## src/rtl/lud_pkg.sv

```systemverilog
// ----------------------------------------------------------------------------
// lud_pkg: shared types and constants for the LU factorization block
// Holds the controller state type and the command/status structs that pass
// between the controller and the datapath.
// ----------------------------------------------------------------------------
package lud_pkg;

    localparam int FRAC = 16;

    typedef enum logic [3:0] {
        ST_LOAD,
        ST_ACC_RD,
        ST_ACC_WAIT,
        ST_MUL_RD,
        ST_MUL_WAIT,
        ST_MUL,
        ST_SUB,
        ST_DIV,
        ST_WRITE,
        ST_OUT_RD,
        ST_OUT_WAIT,
        ST_OUT_HOLD
    } lud_state_t;

    // Datapath operations requested by the controller.
    typedef enum logic [2:0] {
        OP_NONE,
        OP_LOAD_ACC,
        OP_LOAD_A,
        OP_LOAD_B,
        OP_MUL,
        OP_SUB,
        OP_DIV_START,
        OP_LOAD_PIV
    } lud_op_t;

    typedef struct packed {
        lud_op_t op;
        logic    wr_acc;    // write accumulator (or quotient) to memory
        logic    wr_in;     // write input element to memory
        logic    div_zero;  // write zero instead of quotient
        logic    use_quot;  // write quotient
    } lud_cmd_t;

    typedef struct packed {
        logic div_busy;
        logic piv_zero;
        logic rd_zero;      // memory read data is zero
    } lud_stat_t;

endpackage

```

## src/rtl/lud_ctrl.sv

```systemverilog
// ----------------------------------------------------------------------------
// lud_ctrl: sequencer for load, factorization and readout
// Walks i, j, k of Doolittle's method and issues datapath commands.
// ----------------------------------------------------------------------------
module lud_ctrl #(
    parameter int MAX_SIZE = 8
) (
    input  logic                 aclk,
    input  logic                 aresetn,
    input  logic [3:0]           cfg_size,
    input  logic                 cfg_we,
    input  logic                 in_fire,
    output logic                 in_ready,
    output logic                 out_valid,
    input  logic                 out_ready,
    output logic [2:0]           out_row,
    output logic [2:0]           out_col,
    output logic                 out_last,
    output logic                 out_sing,
    output lud_pkg::lud_cmd_t    cmd,
    input  lud_pkg::lud_stat_t   stat,
    output logic [$clog2(MAX_SIZE*MAX_SIZE)-1:0] waddr,
    output logic [$clog2(MAX_SIZE*MAX_SIZE)-1:0] raddr
);
    import lud_pkg::*;

    localparam int IW = $clog2(MAX_SIZE + 1);
    localparam int XW = $clog2(MAX_SIZE);
    localparam int AW = $clog2(MAX_SIZE * MAX_SIZE);

    lud_state_t state_reg, state_next;
    logic [3:0]    size_reg;
    logic [IW-1:0] n;
    logic [IW-1:0] i_reg, i_next, j_reg, j_next, k_reg, k_next;
    logic [IW-1:0] r_reg, r_next, c_reg, c_next;
    logic          sing_reg, sing_next;
    logic          lmode_reg, lmode_next;   // computing L column
    logic          obuf_reg, obuf_next;     // readout word buffered

    // Effective size.
    always_comb begin
        if (size_reg == 4'd0) begin
            n = IW'(1);
        end else if ({1'b0, size_reg} > 5'(MAX_SIZE)) begin
            n = IW'(MAX_SIZE);
        end else begin
            n = IW'(size_reg);
        end
    end

    function automatic logic [AW-1:0] addr(input logic [IW-1:0] r, input logic [IW-1:0] c);
        addr = AW'(r[XW-1:0] * MAX_SIZE) + AW'(c[XW-1:0]);
    endfunction

    // State and counters.
    always_ff @(posedge aclk) begin
        if (!aresetn) begin
            state_reg <= ST_LOAD;
            size_reg  <= 4'd8;
            r_reg     <= '0;
            c_reg     <= '0;
            i_reg     <= '0;
            j_reg     <= '0;
            k_reg     <= '0;
            sing_reg  <= 1'b0;
            lmode_reg <= 1'b0;
            obuf_reg  <= 1'b0;
        end else begin
            state_reg <= state_next;
            r_reg     <= r_next;
            c_reg     <= c_next;
            i_reg     <= i_next;
            j_reg     <= j_next;
            k_reg     <= k_next;
            sing_reg  <= sing_next;
            lmode_reg <= lmode_next;
            obuf_reg  <= obuf_next;
            if (cfg_we) begin
                size_reg <= cfg_size;
                r_reg    <= '0;
                c_reg    <= '0;
            end
        end
    end

    // Next state and commands.
    always_comb begin
        logic [IW-1:0] rr, cc;
        state_next = state_reg;
        r_next     = r_reg;
        c_next     = c_reg;
        i_next     = i_reg;
        j_next     = j_reg;
        k_next     = k_reg;
        sing_next  = sing_reg;
        lmode_next = lmode_reg;
        obuf_next  = obuf_reg;
        cmd        = '0;
        cmd.op     = OP_NONE;
        in_ready   = 1'b0;
        out_valid  = 1'b0;
        rr         = lmode_reg ? j_reg : i_reg;
        cc         = lmode_reg ? i_reg : j_reg;
        waddr      = addr(rr, cc);
        raddr      = addr(rr, cc);

        unique case (state_reg)
            ST_LOAD: begin
                in_ready = 1'b1;
                waddr    = addr(r_reg, c_reg);
                if (in_fire) begin
                    cmd.wr_in = 1'b1;
                    if (c_reg == n - 1'b1) begin
                        c_next = '0;
                        if (r_reg == n - 1'b1) begin
                            r_next     = '0;
                            i_next     = '0;
                            j_next     = '0;
                            k_next     = '0;
                            lmode_next = 1'b0;
                            sing_next  = 1'b0;
                            state_next = ST_ACC_RD;
                        end else begin
                            r_next = r_reg + 1'b1;
                        end
                    end else begin
                        c_next = c_reg + 1'b1;
                    end
                end
            end
            ST_ACC_RD: begin
                // In L mode the pivot is already loaded; read the element.
                raddr      = addr(rr, cc);
                k_next     = '0;
                state_next = ST_ACC_WAIT;
            end
            ST_ACC_WAIT: begin
                cmd.op = OP_LOAD_ACC;
                state_next = (k_reg == i_reg) ? ST_DIV : ST_MUL_RD;
                raddr = addr(rr, k_reg);
            end
            ST_MUL_RD: begin
                // Address for L[rr][k] already issued; load A and read U[k][cc].
                cmd.op     = OP_LOAD_A;
                raddr      = addr(k_reg, cc);
                state_next = ST_MUL_WAIT;
            end
            ST_MUL_WAIT: begin
                cmd.op     = OP_LOAD_B;
                state_next = ST_MUL;
            end
            ST_MUL: begin
                cmd.op     = OP_MUL;
                state_next = ST_SUB;
            end
            ST_SUB: begin
                cmd.op     = OP_SUB;
                k_next     = k_reg + 1'b1;
                raddr      = addr(rr, k_reg + 1'b1);
                state_next = (k_reg + 1'b1 == i_reg) ? ST_DIV : ST_MUL_RD;
            end
            ST_DIV: begin
                // U entries write directly; L entries divide by the pivot, or write zero if it is zero.
                if (lmode_reg && !stat.piv_zero) begin
                    cmd.op     = OP_DIV_START;
                end
                state_next = ST_WRITE;
            end
            ST_WRITE: begin
                if (!stat.div_busy) begin
                    cmd.wr_acc = 1'b1;
                    if (lmode_reg) begin
                        cmd.div_zero = stat.piv_zero;
                        cmd.use_quot = ~stat.piv_zero;
                    end
                    state_next = ST_ACC_RD;
                    if (!lmode_reg) begin
                        if (j_reg == n - 1'b1) begin
                            // Row of U done; load pivot U[i][i].
                            raddr      = addr(i_reg, i_reg);
                            state_next = ST_OUT_HOLD;
                            lmode_next = 1'b1;
                            j_next     = i_reg + 1'b1;
                        end else begin
                            j_next = j_reg + 1'b1;
                        end
                    end else if (j_reg == n - 1'b1) begin
                        lmode_next = 1'b0;
                        i_next     = i_reg + 1'b1;
                        j_next     = i_reg + 1'b1;
                    end else begin
                        j_next = j_reg + 1'b1;
                    end
                end
            end
            ST_OUT_HOLD: begin
                // Read the pivot again now that the last U write has landed.
                raddr      = addr(i_reg, i_reg);
                state_next = ST_OUT_WAIT;
            end
            ST_OUT_WAIT: begin
                if (!lmode_reg) begin
                    // Readout data arrives: present it.
                    out_valid = 1'b1;
                    raddr     = addr(r_reg, c_reg);
                    if (out_ready) begin
                        if (c_reg == n - 1'b1 && r_reg == n - 1'b1) begin
                            r_next     = '0;
                            c_next     = '0;
                            state_next = ST_LOAD;
                        end else begin
                            if (c_reg == n - 1'b1) begin
                                c_next = '0;
                                r_next = r_reg + 1'b1;
                            end else begin
                                c_next = c_reg + 1'b1;
                            end
                            state_next = ST_OUT_RD;
                        end
                    end
                end else begin
                    cmd.op = OP_LOAD_PIV;
                    if (stat.rd_zero) begin
                        sing_next = 1'b1;
                    end
                    state_next = ST_ACC_RD;
                    if (j_reg == n) begin
                        lmode_next = 1'b0;
                        i_next     = i_reg + 1'b1;
                        j_next     = i_reg + 1'b1;
                        if (i_reg + 1'b1 == n) begin
                            state_next = ST_OUT_RD;
                        end
                    end
                end
            end
            ST_OUT_RD: begin
                raddr      = addr(r_reg, c_reg);
                state_next = ST_OUT_WAIT;
            end
            default: state_next = ST_LOAD;
        endcase
    end

    assign out_row  = 3'(r_reg);
    assign out_col  = 3'(c_reg);
    assign out_last = (r_reg == n - 1'b1) && (c_reg == n - 1'b1);
    assign out_sing = sing_reg;
endmodule
```

## config.mk

```make
export PLATFORM = sky130hd
export DESIGN_NAME = lud_ctrl
export DESIGN_NICKNAME = d
export VERILOG_FILES = /design/src/rtl/lud_pkg.sv /design/src/rtl/lud_ctrl.sv
export SDC_FILE = /design/constraint.sdc
export NUM_CORES = 1
export LEC_CHECK = 0
export BUFFER_PORTS_ARGS = -buffer_cell sky130_fd_sc_hd__clkbuf_2
export CAP_MARGIN = 10
export CELL_PAD_IN_SITES_DETAIL_PLACEMENT = 1
export CELL_PAD_IN_SITES_GLOBAL_PLACEMENT = 2
export CORE_ASPECT_RATIO = 0.8
export CORE_MARGIN = 2
export CORE_UTILIZATION = 33
export DETAILED_ROUTE_END_ITERATION = 12
export GPL_TIMING_DRIVEN = 0
export PLACE_DENSITY_LB_ADDON = 0.25
export SLEW_MARGIN = 15
export SYNTH_ARGS = -nofsm -noshare
export SYNTH_HDL_FRONTEND = slang
export SYNTH_SLANG_ARGS = --single-unit
```

## constraint.sdc

```tcl
create_clock -name aclk -period 3.3 [get_ports aclk]
set_input_delay 0.33 -clock aclk [delete_from_list [all_inputs] [get_ports aclk]]
set_output_delay 0.33 -clock aclk [all_outputs]
set_load 0.03 [all_outputs]
```

; Word-level counts from Yosys, hierarchy flattened
; Index checks and enable logic that the tools add are counted.
[word_totals]
register_bits = 30
output_inout_bits = 29
word_cells = 150
[classes]
n_lt_le_gt_ge = 1
n_eq_ne = 31
n_mux = 77
add_sub_neg = 12
n_reduce_logical = 18
bitwise_logic = 2
[op_table]
columns = op, count
row1 = $mux W4, 35
row2 = $pmux W4 S11, 1
row3 = $pmux W6 S7, 1
row4 = $add A6 B3 Y6, 6
row5 = $pmux W4 S3, 3
row6 = $mux W6, 5
row7 = $eq A4 B4 Y1, 7
row8 = $ne A2 B2 Y1 const B, 11
row9 = $pmux W3 S7, 1
row10 = $add A4 B1 Y4 const B, 5
row11 = $mux W1, 18
row12 = $mux W3, 6
row13 = $eq A4 B3 Y1 const B, 4
row14 = $eq A4 B4 Y1 const B, 4
row15 = $pmux W4 S2, 2
row16 = $reduce_and A6 Y1, 2
row17 = $reduce_and A5 Y1, 2
row18 = $reduce_and A9 Y1, 1
row19 = $eq A4 B2 Y1 const B, 2
row20 = $logic_not A4 Y1, 2
row21 = $reduce_and A4 Y1, 2
row22 = $reduce_and A7 Y1, 1
row23 = $mux W2, 3
row24 = $ne A3 B3 Y1 const B, 2
row25 = 11 further kinds, 15

; Logic depth before layout (Yosys ltp)
[depth]
depth_word = 10
mapped_depth = 13
mapped_depth_nobuf = 13

; Worst setup path after synthesis
; OpenSTA, ideal clock, no wires.
[synth_timing]
path_kind = reg2out
from = reg size_reg[1]
to = out raddr[2]
stages_incl_launch_ff = 10
path_buffers = 0
setup_slack_ps = 441
arrival_ps = 2529
t_required_ps = 2970
cell_sequence = dfxtp_1 o21bai_1 nand2b_1 ha_1 xnor2_1 xor2_1 nand3_1 o21a_1 mux2i_1 o211ai_1
[synth_via]
elab_chain_cells = 9
elab_cells_between_ends = 10
[synth_rtl]
columns = item, line_no
row1 = "start, declared", lud_ctrl.sv:32  ; logic [3:0] size_reg;
row2 = "start signal, assigned", lud_ctrl.sv:79  ; size_reg <= cfg_size;
row3 = $gt A4 B4 Y1, lud_ctrl.sv:44  ; end else if ({1'b0, size_reg} > 5'(MAX_SIZE)) begin
row4 = $mux W4, lud_ctrl.sv:44
row5 = $mux W4 *, lud_ctrl.sv:42  ; if (size_reg == 4'd0) begin
row6 = $sub A4 B1 Y4 *, lud_ctrl.sv:178  ; if (j_reg == n - 1'b1) begin
row7 = $eq A4 B4 Y1 *, lud_ctrl.sv:178
row8 = $mux W6 *, lud_ctrl.sv:178
row9 = $mux W6 *, lud_ctrl.sv:177  ; if (!lmode_reg) begin
row10 = $mux W6 *, lud_ctrl.sv:170  ; if (!stat.div_busy) begin
row11 = $pmux W6 S7 *, lud_ctrl.sv:107  ; unique case (state_reg)
row12 = "end, declared", lud_ctrl.sv:23  ; output logic [$clog2(MAX_SIZE*MAX_SIZE)-1:0] raddr
; Mark *: on every way between the ends. The rest lies on a longest branch, timed or not.

; Final worst setup path
[layout_timing]
from = reg size_reg[1]
to = out raddr[1]
; The elaborated chain is that of the path after synthesis.

==> metrics <==
Hold Crit Start=cfg_size[3]; net count after synthesis=403; Synth Register Bits=30; CTS Hold Buffers Added=0; largest net degree at the start of global routing=14; EDFF count, synth=0; Worst EP arrival=2850 ps; Layout Area Growth over Synthesis=16.4%; largest family of logic cells by synthesized area=simple AND/OR/NAND/NOR gates; Power Density=244 nW/um^2; final instance area=3300 um^2; R2R depth=10; Worst VDD drop=0.000126 V; Sw Share=29.1%; Clock power frac=42.1%; Initial Util=33.7%; sequential power share=46.3%; DRC Markers=0; CTS Root Cell=clkbuf_8; predominant post-synthesis flop cell=dfxtp_1; post-route clock period utilization=96.5%; post-synthesis mux area share=6.35%; internal power=0.000571 W; IO buf count=38; R2R Setup Slk=420 ps; DRT Pass-1 Iters=5; Worst Clk Skew=11.2 ps; Die Y-Extent=86.9 um; Mapped Cells=383; initial antenna violation count=0; Hold WS=250 ps; clock buffer depth=2; min Tclk post-route=3180 ps; Worst setup SP type=flop; Antenna Violating Nets Remaining=0; Fillers=1,083; most frequent cells in the layout=nor2_1 (40), clkbuf_2 (38), a21oi_1 (31); Synth Area in Compound Gates=24.3%; DRT Wirelength=11,100 um; later-pin clock latency in the skew report=300 ps; count of pins over their slew limit=0; Yosys Warn Count=0; syn avg cell area=7.40 um^2; M3 GR Usage=2.92%; # IOs=41; Synth top area share=21.2%; Crit. End Element=output pin; endpoints failing setup=0; Overflow after GRT=0; setup TNS=0 ps; Critical Path RT=2970 ps; WS Path Type=flop to output pin; R2R Path End=i_reg[0]; LEAKAGE=1.21 nW; first-pass GRT wire length=17,500 um; post-synth design cell area=2840 um^2; Post-Synth Simple-Gate Area=28.5%; vias=3,137; wire per inst=20.6 um; ys async rst share=0%; Placement Cell Area=3170 um^2; Achievable Freq=314 MHz; worst min path class=primary input to flop; row cnt=30; DIE AREA=9350 um^2; Ant. Diodes=0; total power=0.000805 W; total core area=8410 um^2; Die Width=108 um; Gate power share=11.6%; Total Routing Usage GR=24.6%; share of cells above drive strength 1=17.5%; H-tree depth=2; library cells used by synthesis=65; register area share after synthesis=21.2%; Worst-Margin Slew=1100 ps; clock buffer count from CTS=5; Sink Count=30; global route hottest layer=met2; status=finished clean; Worst-path clk slew=80 ps; hold path endpoint=size_reg[3]; most common cell after layout, fill and taps aside=nor2_1; Critical path origin=size_reg[1]; Fin. Hold Viols=0; gp weighted congestion=0.890; nets=448; cell taking the most area after synthesis=dfxtp_1; worst slack, placed=45.7 ps; vias in the first global route=3,217; DP HPWL=8480 um; WHS Path Cells=3; GRT met2 Usage=39.6%; Synth Area in Adders=3.53%; Iter 0 DRT Violations=143; XOR/XNOR Fraction of Synth Area=9.36%; Max FO, Critical Path=6; vias per cell=5.80; Reg2Reg Launch Point=size_reg[1]; GRT met1 Usage=35.4%; TritonCTS clock tree=yes; Final Worst Setup Slack=116 ps; Sw Pwr=0.000234 W; Worst slew margin=25.5%; Area contributors post-synth=dfxtp_1 (21%), mux2i_1 (6.4%), a21oi_1 (5.5%); Max-Cap Viols=0
[power by group through the flow]
stage	Sequential, W	Clock [W]	Combinational, W
detailed placement	0.000379	0	0.0000886
CTS	0.000373	0.000344	0.0000907
global route	0.000374	0.000361	0.000101
finish	0.000373	0.000339	0.0000930
global placement	0.000379	0	0.0000866
floorplan	0.000377	0	0.0000616
[worst max path at each step]
| stage | to | slack, ps | depth (start not counted) |
|---|---|---|---|
| after floorplan | raddr[2] | 440 | 9 |
| after global placement | raddr[1] | 90 | 10 |
| after detailed placement | raddr[1] | 50 | 10 |
| after CTS | raddr[1] | 50 | 9 |
| after global routing | raddr[1] | -30 | 10 |
| final | raddr[1] | 120 | 10 |
[final cells by class]
| class | instances | area, um^2 | share of cell area (%) |
|---|---|---|---|
| Clock inverter | 2 | 12.5 | 0.379 |
| Inverter | 11 | 41.3 | 1.25 |
| Timing Repair Buffer | 39 | 198 | 5.99 |
| Buffer | 30 | 148 | 4.47 |
| Multi-Input combinational cell | 311 | 2080 | 62.9 |
| Sequential cell | 30 | 602 | 18.2 |
| Tap cell | 112 | 140 | 4.25 |
| Clock buffer | 6 | 82.6 | 2.50 |
[per-stage QoR]
step / util [%] / cells
2_1_floorplan: - / 383
3_3_place_gp: 37.6 / 533
3_5_place_dp: 37.6 / 533
4_1_cts: 39.0 / 541
5_1_grt: 39.2 / 541
6_report: 39.2 / 541
[what timing repair did]
item                       4_1_cts  5_1_grt
pin swaps                        1        0
buffers inserted                 1        0
resized for setup                4        4
setup endpoints to repair        3        3
[critical path: stages (launching register included)]
cell and delay (ps):
dfxtp_1 510, o21bai_2 110, nand2b_1 120, ha_2 260, xnor2_2 150, xor2_1 340
nand3_4 190, o21ai_0 190, o211ai_1 110, a221o_1 370, clkbuf_2 200
[layer usage]
metal  up-vias  wire length (um)
met2        91              4960
met5         -                 0
met3        11               481
li1       1495                 -
met1      1540              5560
met4         0               124
[synth_stat cells (2+ instances only)]
cell type and instances:
nor2_1 40, a21oi_1 31, dfxtp_1 30, nand2_1 30
o21ai_0 19, clkbuf_1 18, mux2i_1 18, nand3_1 15
nor3_1 15, xnor2_1 13, xor2_1 12, ha_1 8
inv_1 8, nand2b_1 8, o22ai_1 7, buf_4 6
nand4_1 6, nor4_1 6, a31oi_1 5, a32oi_1 5
nor2b_1 5, o21ai_1 5, o31ai_1 5, a211oi_1 4
and2_1 4, and3_1 4, buf_2 4, o211ai_1 4
a32o_1 3, o21a_1 3, a311oi_1 2, buf_1 2
inv_2 2, nand3b_1 2, o221ai_1 2, or3b_1 2
or4_1 2
[logic make-up after synthesis]
logic type,Yosys count
adder cells (fa/ha/maj),8
AND/OR/NAND/NOR,151
XOR/XNOR,27
AO/OA/AOI/OAI,107
buffers and inverters,42
flip-flops,30
multiplexers,18
Power figures use the tool's default switching activity.
